<file path="config.mk">
export PLATFORM = sky130hd
export DESIGN_NAME = drive_throttle_ramp_steer_mixer_unit
export DESIGN_NICKNAME = d
export VERILOG_FILES = /design/src/hw/rtl/dtrsm_pkg.sv /design/src/hw/rtl/dtrsm_dpath.sv /design/src/hw/rtl/drive_throttle_ramp_steer_mixer_unit.sv
export SDC_FILE = /design/constraint.sdc
export NUM_CORES = 2
export LEC_CHECK = 0
export BUFFER_PORTS_ARGS = -buffer_cell sky130_fd_sc_hd__buf_4
export CAP_MARGIN = 20
export CORE_MARGIN = 4
export CORE_UTILIZATION = 60
export DETAILED_ROUTE_END_ITERATION = 8
export HOLD_SLACK_MARGIN = 0.1
export PLACE_DENSITY = 0.79
export SLEW_MARGIN = 20
export SYNTH_ARGS = -nofsm -noshare
export SYNTH_HDL_FRONTEND = slang
export SYNTH_SLANG_ARGS = --single-unit
</file>
<file path="constraint.sdc">
create_clock -name clk -period 15.95 [get_ports clk]
set_clock_uncertainty 0.2 [all_clocks]
set_input_delay 3.19 -clock clk [delete_from_list [all_inputs] [get_ports clk]]
set_output_delay 3.19 -clock clk [all_outputs]
set_load 0.1 [all_outputs]
</file>
<file path="src/hw/rtl/dtrsm_pkg.sv">
package dtrsm_pkg;

  localparam int UPC_W = 4;

  localparam logic [2:0] CFG_MAX_WHEEL_RATE       = 3'd0;
  localparam logic [2:0] CFG_ACCEL_RATE           = 3'd1;
  localparam logic [2:0] CFG_DECEL_RATE           = 3'd2;
  localparam logic [2:0] CFG_EXPO_WEIGHT          = 3'd3;
  localparam logic [2:0] CFG_MAX_TURN_RATE        = 3'd4;
  localparam logic [2:0] CFG_STANDSTILL_AUTHORITY = 3'd5;

  localparam logic [14:0] RST_MAX_WHEEL_RATE       = 15'd4100;
  localparam logic [15:0] RST_ACCEL_RATE           = 16'd1024;
  localparam logic [15:0] RST_DECEL_RATE           = 16'd384;
  localparam logic [15:0] RST_EXPO_WEIGHT          = 16'd22938;
  localparam logic [14:0] RST_MAX_TURN_RATE        = 15'd1513;
  localparam logic [16:0] RST_STANDSTILL_AUTHORITY = 17'd65536;

  localparam logic [16:0] UNITY_Q16 = 17'd65536;

  // ms to Q1.15 slew step: floor(rate * ms * 16 / 125)
  localparam logic [28:0] RECIP_125  = 29'd274877906;
  localparam logic [6:0]  SLEW_DEN   = 7'd125;

  localparam logic [UPC_W-1:0] PC_STOP = 4'd13;

  typedef struct packed {
    logic [14:0] max_wheel_rate;
    logic [15:0] accel_rate;
    logic [15:0] decel_rate;
    logic [15:0] expo_weight;
    logic [14:0] max_turn_rate;
    logic [16:0] standstill_authority;
  } cfg_t;

  typedef enum logic [3:0] {
    MUL_NONE,
    MUL_RATE_MS,
    MUL_MM,
    MUL_YM,
    MUL_WM2,
    MUL_Q125,
    MUL_AHI,
    MUL_ALO,
    MUL_GATE,
    MUL_EXMTR,
    MUL_BASE,
    MUL_XG
  } mul_sel_t;

  typedef enum logic [3:0] {
    WB_NONE,
    WB_X,
    WB_M2,
    WB_QE,
    WB_A,
    WB_STEP,
    WB_ACCHI,
    WB_EX,
    WB_GATE,
    WB_BASE,
    WB_TURN
  } wb_sel_t;

  typedef enum logic [1:0] {
    SEQ_NEXT,
    SEQ_BRSTOP,
    SEQ_EMIT_MIX,
    SEQ_EMIT_STOP
  } seq_op_t;

  typedef struct packed {
    mul_sel_t         mul;
    wb_sel_t          wb;
    logic             ramp_upd;
    seq_op_t          seq;
    logic [UPC_W-1:0] target;
  } ucw_t;

  function automatic ucw_t uc_word(input mul_sel_t mul, input wb_sel_t wb,
                                   input logic ramp_upd, input seq_op_t seq);
    ucw_t w;
    w.mul      = mul;
    w.wb       = wb;
    w.ramp_upd = ramp_upd;
    w.seq      = seq;
    w.target   = PC_STOP;
    return w;
  endfunction

  // control store: one word per step
  function automatic ucw_t dtrsm_ucode(input logic [UPC_W-1:0] pc);
    ucw_t w;
    case (pc)
      4'd0:    w = uc_word(MUL_RATE_MS, WB_NONE,  1'b0, SEQ_BRSTOP);
      4'd1:    w = uc_word(MUL_MM,      WB_X,     1'b0, SEQ_NEXT);
      4'd2:    w = uc_word(MUL_YM,      WB_M2,    1'b0, SEQ_NEXT);
      4'd3:    w = uc_word(MUL_WM2,     WB_QE,    1'b0, SEQ_NEXT);
      4'd4:    w = uc_word(MUL_Q125,    WB_A,     1'b0, SEQ_NEXT);
      4'd5:    w = uc_word(MUL_AHI,     WB_STEP,  1'b0, SEQ_NEXT);
      4'd6:    w = uc_word(MUL_ALO,     WB_ACCHI, 1'b1, SEQ_NEXT);
      4'd7:    w = uc_word(MUL_GATE,    WB_EX,    1'b0, SEQ_NEXT);
      4'd8:    w = uc_word(MUL_EXMTR,   WB_GATE,  1'b0, SEQ_NEXT);
      4'd9:    w = uc_word(MUL_BASE,    WB_X,     1'b0, SEQ_NEXT);
      4'd10:   w = uc_word(MUL_XG,      WB_BASE,  1'b0, SEQ_NEXT);
      4'd11:   w = uc_word(MUL_NONE,    WB_TURN,  1'b0, SEQ_NEXT);
      4'd12:   w = uc_word(MUL_NONE,    WB_NONE,  1'b0, SEQ_EMIT_MIX);
      default: w = uc_word(MUL_NONE,    WB_NONE,  1'b0, SEQ_EMIT_STOP);
    endcase
    return w;
  endfunction

endpackage

</file>
<file path="src/hw/rtl/dtrsm_dpath.sv">
module dtrsm_dpath
  import dtrsm_pkg::*;
(
  input  logic               clk,
  input  logic               rst_n,
  input  logic               ld,
  input  logic signed [15:0] throttle_raw,
  input  logic signed [15:0] steering,
  input  logic [7:0]         elapsed_ms,
  input  logic               link_up,
  input  logic               battery_locked,
  input  cfg_t               cfg,
  input  ucw_t               uc,
  input  logic               step_en,
  output logic               stop,
  output logic [15:0]        left_mix,
  output logic [15:0]        right_mix
);

  logic signed [15:0] raw_r, steer_r, ramped_r, ramped_nxt;
  logic [7:0]         ms_r;
  logic               link_r, locked_r;

  logic [63:0] prod_r;
  logic [29:0] x_r;
  logic [30:0] m2_r;
  logic [21:0] qe_r, step_r;
  logic [46:0] a_r;
  logic [63:0] acc_r;
  logic [15:0] ex_r, base_r, turn_r;
  logic [16:0] gate_r;

  logic [15:0] m, tmag, rmag;
  logic [15:0] rate_sel;
  logic [27:0] y;
  logic [16:0] w_inv, sa_sat, sa_inv;
  logic [31:0] mul_a, mul_b;
  logic [28:0] rem;
  logic [63:0] ex_sum;
  logic [30:0] base_sum;
  logic [46:0] turn_sum;

  logic signed [22:0] diff_x, step_s, diff_c;
  logic signed [16:0] head_s;
  logic [15:0]        head_u, base_c;
  logic [16:0]        base_sg, turn_sg, left_sum, right_sum;

  assign stop = !link_r || locked_r;

  assign m     = steer_r[15] ? 16'(-steer_r) : 16'(steer_r);
  assign tmag  = ramped_r[15] ? 16'(-ramped_r) : 16'(ramped_r);
  assign rmag  = raw_r[15] ? 16'(-raw_r) : 16'(raw_r);
  assign rate_sel = (rmag < tmag) ? cfg.decel_rate : cfg.accel_rate;
  assign y     = {x_r[23:0], 4'd0};
  assign w_inv = UNITY_Q16 - {1'b0, cfg.expo_weight};
  assign sa_sat = (cfg.standstill_authority > UNITY_Q16) ? UNITY_Q16
                                                          : cfg.standstill_authority;
  assign sa_inv = UNITY_Q16 - sa_sat;

  // shared multiplier operand selection
  always_comb begin
    mul_a = 32'd0;
    mul_b = 32'd0;
    case (uc.mul)
      MUL_RATE_MS: begin mul_a = 32'(rate_sel);       mul_b = 32'(ms_r);               end
      MUL_MM:      begin mul_a = 32'(m);              mul_b = 32'(m);                  end
      MUL_YM:      begin mul_a = 32'(y);              mul_b = 32'(RECIP_125);          end
      MUL_WM2:     begin mul_a = 32'(cfg.expo_weight); mul_b = 32'(m2_r);              end
      MUL_Q125:    begin mul_a = 32'(qe_r);           mul_b = 32'(SLEW_DEN);           end
      MUL_AHI:     begin mul_a = 32'(a_r[46:16]);     mul_b = 32'(m);                  end
      MUL_ALO:     begin mul_a = 32'(a_r[15:0]);      mul_b = 32'(m);                  end
      MUL_GATE:    begin mul_a = 32'(sa_inv);         mul_b = 32'(tmag);               end
      MUL_EXMTR:   begin mul_a = 32'(ex_r);           mul_b = 32'(cfg.max_turn_rate);  end
      MUL_BASE:    begin mul_a = 32'(tmag);           mul_b = 32'(cfg.max_wheel_rate); end
      MUL_XG:      begin mul_a = 32'(x_r);            mul_b = 32'(gate_r);             end
      default:     begin mul_a = 32'd0;               mul_b = 32'd0;                   end
    endcase
  end

  assign rem      = 29'(y) - prod_r[28:0];
  assign ex_sum   = acc_r + prod_r + (64'd1 << 45);
  assign base_sum = prod_r[30:0] + 31'd16384;
  assign turn_sum = prod_r[46:0] + (47'd1 << 30);

  // slew limiter update
  always_comb begin
    diff_x = 23'(raw_r) - 23'(ramped_r);
    step_s = $signed({1'b0, step_r});
    if (diff_x > step_s) begin
      diff_c = step_s;
    end else if (diff_x < -step_s) begin
      diff_c = -step_s;
    end else begin
      diff_c = diff_x;
    end
    ramped_nxt = 16'(23'(ramped_r) + diff_c);
  end

  // steering priority and wheel mix
  always_comb begin
    head_s  = $signed({2'b00, cfg.max_wheel_rate}) - $signed({1'b0, turn_r});
    head_u  = head_s[16] ? 16'd0 : head_s[15:0];
    base_c  = (base_r > head_u) ? head_u : base_r;
    base_sg = ramped_r[15] ? 17'(-{1'b0, base_c}) : {1'b0, base_c};
    turn_sg = steer_r[15] ? 17'(-{1'b0, turn_r}) : {1'b0, turn_r};
    left_sum  = base_sg + turn_sg;
    right_sum = base_sg - turn_sg;
  end

  assign left_mix  = left_sum[15:0];
  assign right_mix = right_sum[15:0];

  always_ff @(posedge clk) begin
    if (!rst_n) begin
      ramped_r <= '0;
    end else if (step_en && uc.seq == SEQ_EMIT_STOP) begin
      ramped_r <= '0;
    end else if (step_en && uc.ramp_upd) begin
      ramped_r <= ramped_nxt;
    end
  end

  always_ff @(posedge clk) begin
    if (ld) begin
      raw_r    <= throttle_raw;
      steer_r  <= steering;
      ms_r     <= elapsed_ms;
      link_r   <= link_up;
      locked_r <= battery_locked;
    end
    if (step_en) begin
      prod_r <= 64'(mul_a) * 64'(mul_b);
      case (uc.wb)
        WB_X:     x_r    <= prod_r[29:0];
        WB_M2:    m2_r   <= prod_r[30:0];
        WB_QE:    qe_r   <= prod_r[56:35];
        WB_A:     a_r    <= {w_inv, 30'd0} + prod_r[46:0];
        WB_STEP:  step_r <= qe_r + 22'(rem >= 29'(SLEW_DEN));
        WB_ACCHI: acc_r  <= {prod_r[47:0], 16'd0};
        WB_EX:    ex_r   <= ex_sum[61:46];
        WB_GATE:  gate_r <= sa_sat + prod_r[31:15];
        WB_BASE:  base_r <= base_sum[30:15];
        WB_TURN:  turn_r <= turn_sum[46:31];
        default: begin
        end
      endcase
    end
  end

endmodule

</file>
<file path="src/hw/rtl/drive_throttle_ramp_steer_mixer_unit.sv">
// Differential-drive mixer with throttle slew limiter. Each input item is one
// control tick and gives exactly one result item with the left and right
// wheel targets in ticks per second and a stop flag. A short control program
// steps one shared 32x32 multiplier through the slew step, the cubic steering
// expo, the speed-dependent authority gate and the base speed, so a driving
// item runs all 13 program steps, while a stop item (link down or battery
// lockout) runs only the first step before it branches to the stop step.
// One item is in work at a time; a new item is taken as soon as the previous
// result sits in the output register, and a stalled output holds the last step.
// Configuration registers are written through cfg_we/cfg_index/cfg_wdata and
// must only be changed while no item is in work.
module drive_throttle_ramp_steer_mixer_unit
  import dtrsm_pkg::*;
(
  input  logic               clk,
  input  logic               rst_n,

  input  logic               cfg_we,
  input  logic [2:0]         cfg_index,
  input  logic [16:0]        cfg_wdata,

  input  logic               in_valid,
  output logic               in_ready,
  input  logic signed [15:0] in_throttle_raw,
  input  logic signed [15:0] in_steering,
  input  logic [7:0]         in_elapsed_ms,
  input  logic               in_link_up,
  input  logic               in_battery_locked,

  output logic               out_valid,
  input  logic               out_ready,
  output logic signed [15:0] out_left_target,
  output logic signed [15:0] out_right_target,
  output logic               out_wheels_stopped
);

  cfg_t             cfg_r;
  logic [UPC_W-1:0] pc_r, pc_nxt;
  logic             busy_r, busy_nxt;
  logic             out_valid_r, out_valid_nxt;
  logic [15:0]      left_r, right_r;
  logic             stopped_r;

  ucw_t        uc;
  logic        accept, emit, out_free, step_en, stop;
  logic [15:0] left_mix, right_mix;

  assign uc       = dtrsm_ucode(pc_r);
  assign in_ready = !busy_r;
  assign accept   = in_valid && in_ready;
  assign emit     = (uc.seq == SEQ_EMIT_MIX) || (uc.seq == SEQ_EMIT_STOP);
  assign out_free = !out_valid_r || out_ready;
  assign step_en  = busy_r && (!emit || out_free);

  always_ff @(posedge clk) begin
    if (!rst_n) begin
      cfg_r.max_wheel_rate       <= RST_MAX_WHEEL_RATE;
      cfg_r.accel_rate           <= RST_ACCEL_RATE;
      cfg_r.decel_rate           <= RST_DECEL_RATE;
      cfg_r.expo_weight          <= RST_EXPO_WEIGHT;
      cfg_r.max_turn_rate        <= RST_MAX_TURN_RATE;
      cfg_r.standstill_authority <= RST_STANDSTILL_AUTHORITY;
    end else if (cfg_we) begin
      case (cfg_index)
        CFG_MAX_WHEEL_RATE:       cfg_r.max_wheel_rate       <= cfg_wdata[14:0];
        CFG_ACCEL_RATE:           cfg_r.accel_rate           <= cfg_wdata[15:0];
        CFG_DECEL_RATE:           cfg_r.decel_rate           <= cfg_wdata[15:0];
        CFG_EXPO_WEIGHT:          cfg_r.expo_weight          <= cfg_wdata[15:0];
        CFG_MAX_TURN_RATE:        cfg_r.max_turn_rate        <= cfg_wdata[14:0];
        CFG_STANDSTILL_AUTHORITY: cfg_r.standstill_authority <= cfg_wdata;
        default: begin
        end
      endcase
    end
  end

  // step counter with conditional jump
  always_comb begin
    pc_nxt        = pc_r;
    busy_nxt      = busy_r;
    out_valid_nxt = out_valid_r && !out_ready;
    if (accept) begin
      pc_nxt   = '0;
      busy_nxt = 1'b1;
    end else if (step_en) begin
      case (uc.seq)
        SEQ_NEXT:   pc_nxt = pc_r + UPC_W'(1);
        SEQ_BRSTOP: pc_nxt = stop ? uc.target : pc_r + UPC_W'(1);
        default: begin
          busy_nxt      = 1'b0;
          out_valid_nxt = 1'b1;
        end
      endcase
    end
  end

  always_ff @(posedge clk) begin
    if (!rst_n) begin
      pc_r        <= '0;
      busy_r      <= 1'b0;
      out_valid_r <= 1'b0;
    end else begin
      pc_r        <= pc_nxt;
      busy_r      <= busy_nxt;
      out_valid_r <= out_valid_nxt;
    end
  end

  always_ff @(posedge clk) begin
    if (step_en && emit) begin
      if (uc.seq == SEQ_EMIT_STOP) begin
        left_r    <= '0;
        right_r   <= '0;
        stopped_r <= 1'b1;
      end else begin
        left_r    <= left_mix;
        right_r   <= right_mix;
        stopped_r <= 1'b0;
      end
    end
  end

  dtrsm_dpath u_dpath (
    .clk            (clk),
    .rst_n          (rst_n),
    .ld             (accept),
    .throttle_raw   (in_throttle_raw),
    .steering       (in_steering),
    .elapsed_ms     (in_elapsed_ms),
    .link_up        (in_link_up),
    .battery_locked (in_battery_locked),
    .cfg            (cfg_r),
    .uc             (uc),
    .step_en        (step_en),
    .stop           (stop),
    .left_mix       (left_mix),
    .right_mix      (right_mix)
  );

  assign out_valid          = out_valid_r;
  assign out_left_target    = $signed(left_r);
  assign out_right_target   = $signed(right_r);
  assign out_wheels_stopped = stopped_r;

endmodule
</file>
==> impl_metrics.json <==
{
  "synth_top_area_cell": "fa_1",
  "rows": 118,
  "tightestPinTransition_ps": 1160,
  "critical_path.slowest_cell": "a311o_1",
  "crit_path_start_kind": "register",
  "hpwl_um": 161000,
  "core_um2": 104000,
  "finalHoldViolCount": 0,
  "via_count": 51800,
  "post-cts-setup-buffers": 0,
  "p_per_area_nw_per_um2": 109,
  "setup_viol": 0,
  "overflow": 0,
  "dieArea_um2": 110000,
  "cts.clk_slew.worst_paths_ps": 70,
  "antenna_found_initial": 6,
  "cts.sinks": 527,
  "die_x_um": 332,
  "cp_max_fo": 27,
  "cpPeakStageDelay_ps": 970,
  "ios": 102,
  "cpMostUsedCell": "fa_1",
  "cts_buffer_depth": 3,
  "grt_first_pass_wirelength_um": 316000,
  "synth_area_um2": 62900,
  "hold_buffers": 0,
  "status": "complete, no violations",
  "synthArstFlopShare_pct": 0,
  "cts_made_buffers": 54,
  "ys_seq_area_share_pct": 23.1,
  "layout.nets": 8355,
  "cts.repair.resized": 0,
  "cts_root_buffer": "clkbuf_16",
  "n_fill_cell": 8349,
  "htreeDepth": 2,
  "postPlaceCellArea_um2": 66000,
  "synth_area_leaders": "fa_1 (27%), edfxtp_1 (19%), ha_1 (11%)",
  "ys_ff_latch": 527,
  "drtPass1Iterations": 7,
  "first_iter_violations": 5808,
  "drive_above_1_share_pct": 6.20,
  "clk_latency_ps": 680,
  "fp.dieH_um": 332,
  "ys.flop_type": "edfxtp_1",
  "place.gp.congestion": 1.02,
  "netlist.area_leader.share_pct": 26.9,
  "synth_cells": 6722,
  "synthToLayoutAreaGrowth_pct": 7.91,
  "synth_cell_types": 92,
  "ir_worst_vdd_uv": 170,
  "start_util_pct": 60.6,
  "critical_path_class": "reg -> reg",
  "grt_pass1_vias": 53300,
  "synth_most_common_cell": "inv_1",
  "end_kind": "register",
  "drcViolationCount": 0,
  "final_area_um2": 67900,
  "grt_usage_pct": 37.7,
  "synth.cells.most_frequent": "inv_1 (1042), nand2_1 (977), fa_1 (844)",
  "drv_slew": 0,
  "slew_headroom_pct": 22.8,
  "synth_edf_count": 399,
  "drt-total-wl_um": 208000,
  "finalCritPeriodShare_pct": 79.2,
  "wire_per_inst_um": 25.1,
  "grt_max_degree": 64,
  "max_freq_ghz": 0.0792,
  "layout_min_cycle_time_ps": 12630,
  "fin_setup_tns_ps": 0,
  "drtAntennaViolNets": 0,
  "reg2reg_slack_ps": 3320,
  "port_buffers": 101,
  "cp.arrival_ps": 12850,
  "p_leak_nw": 30.7,
  "critical_path_required_ps": 16160,
  "viasPerCell": 6.24,
  "synth_area_per_cell_um2": 9.36,
  "cts_tree": "done",
  "min_path_type": "reg -> reg",
  "yosysWarnings": 0,
  "cap_violations": 0,
  "grt_setup_unrepaired": "false"
}
[layout make-up]
class | count | area (um2) | area share [%]
Antenna cell | 2 | 5.00 | 0.00737
Timing Repair Buffer | 217 | 1630 | 2.40
Clock inverter | 41 | 409 | 0.603
Sequential cell | 527 | 14500 | 21.4
Inverter | 1043 | 3920 | 5.77
Tap cell | 1380 | 1730 | 2.54
Multi-Input combinational cell | 5028 | 44200 | 65.1
Clock buffer | 61 | 1480 | 2.18
[worst paths after layout]
check | from | end | depth (start not counted)
setup reg to reg | u_dpath.raw_r[1] | u_dpath.prod_r[46] | 36
setup / recovery | u_dpath.raw_r[1] | u_dpath.prod_r[46] | 36
hold reg to reg | cfg_r[30] | cfg_r[30] | 2
hold / removal | cfg_r[30] | cfg_r[30] | 2
[report_power, final]
part	internal [mW]	leakage [nW]	switching (mW)
Combinational	1.61	25.1	2.54
Sequential	1.75	4.70	0.140
Clock	0.735	0.900	0.624
Total	4.09	30.7	3.30
[per-stage QoR]
step                setup WS, ps  utilization (%)  hold WS (ps)  power, mW  cells
floorplan                   4780                -           231       4.73   6865
global placement            3650             63.6           249       5.84   8195
detailed placement          3480             63.6           259       5.91   8195
CTS                         3450             65.4           269       7.30   8297
global route                2590             65.4           288       7.93   8297
finish                      3320             65.4           270       7.39   8299
[per-layer routing]
metal,vias up,GRT usage (%),part of all wire [%]
met1,25300,46.8,35
met2,3270,56.9,43
li1,22300,-,-
met4,6,28.8,9.9
met3,948,9.39,12
met5,-,0,0.018
[critical path, delay by kind of cell (launching register included)]
| family | cells | cell delay, ps |
|---|---|---|
| xor+xnor | 2 | 290 |
| simple gates | 9 | 2280 |
| buf+inv | 3 | 810 |
| flops | 1 | 460 |
| compound gates | 12 | 4160 |
| fa+ha+maj | 10 | 4180 |
[layout by cell type, fill, tap and decap left out, drive strengths merged, types with 30 or more instances in the layout]
cell	count
nor3	99
conb	145
inv	1052
ha	573
nand2	977
fa	844
and2	53
clkbuf	61
buf	217
o21ai	159
a21boi	79
xor2	88
edfxtp	399
a21o	70
nor2b	58
a31oi	40
nand4	41
xnor2	241
nand2b	50
nor2	508
dfxtp	128
and3	45
or3	30
a22oi	62
o31ai	32
a21oi	271
nand3	125
o21a	35
[flip-flops by register name, summed over array words and instances, names as in the netlist, 4 cells and up]
register and cells:
cfg_r 95, u_dpath.prod_r 62, u_dpath.a_r 47, u_dpath.acc_r 46
u_dpath.m2_r 31, u_dpath.x_r 30, u_dpath.qe_r 22, u_dpath.step_r 22
u_dpath.gate_r 17, out_left_target 16, u_dpath.base_r 16, u_dpath.ex_r 16
u_dpath.ramped_r 16, u_dpath.raw_r 16, u_dpath.steer_r 16, u_dpath.turn_r 16
out_right_target 15, uc 11, u_dpath.ms_r 8, pc_r 4
[kinds of logic after synthesis]
group,count (synthesis),synth area share [%]
other,2,0.0119
AO/OA/AOI/OAI,1048,11.4
multiplexers,21,0.352
XOR/XNOR,329,4.58
buffers and inverters,1310,7.91
AND/OR/NAND/NOR,2068,14.4
flip-flops,527,23.1
adder cells (fa/ha/maj),1417,38.3
(Power assumes the default switching activity.)
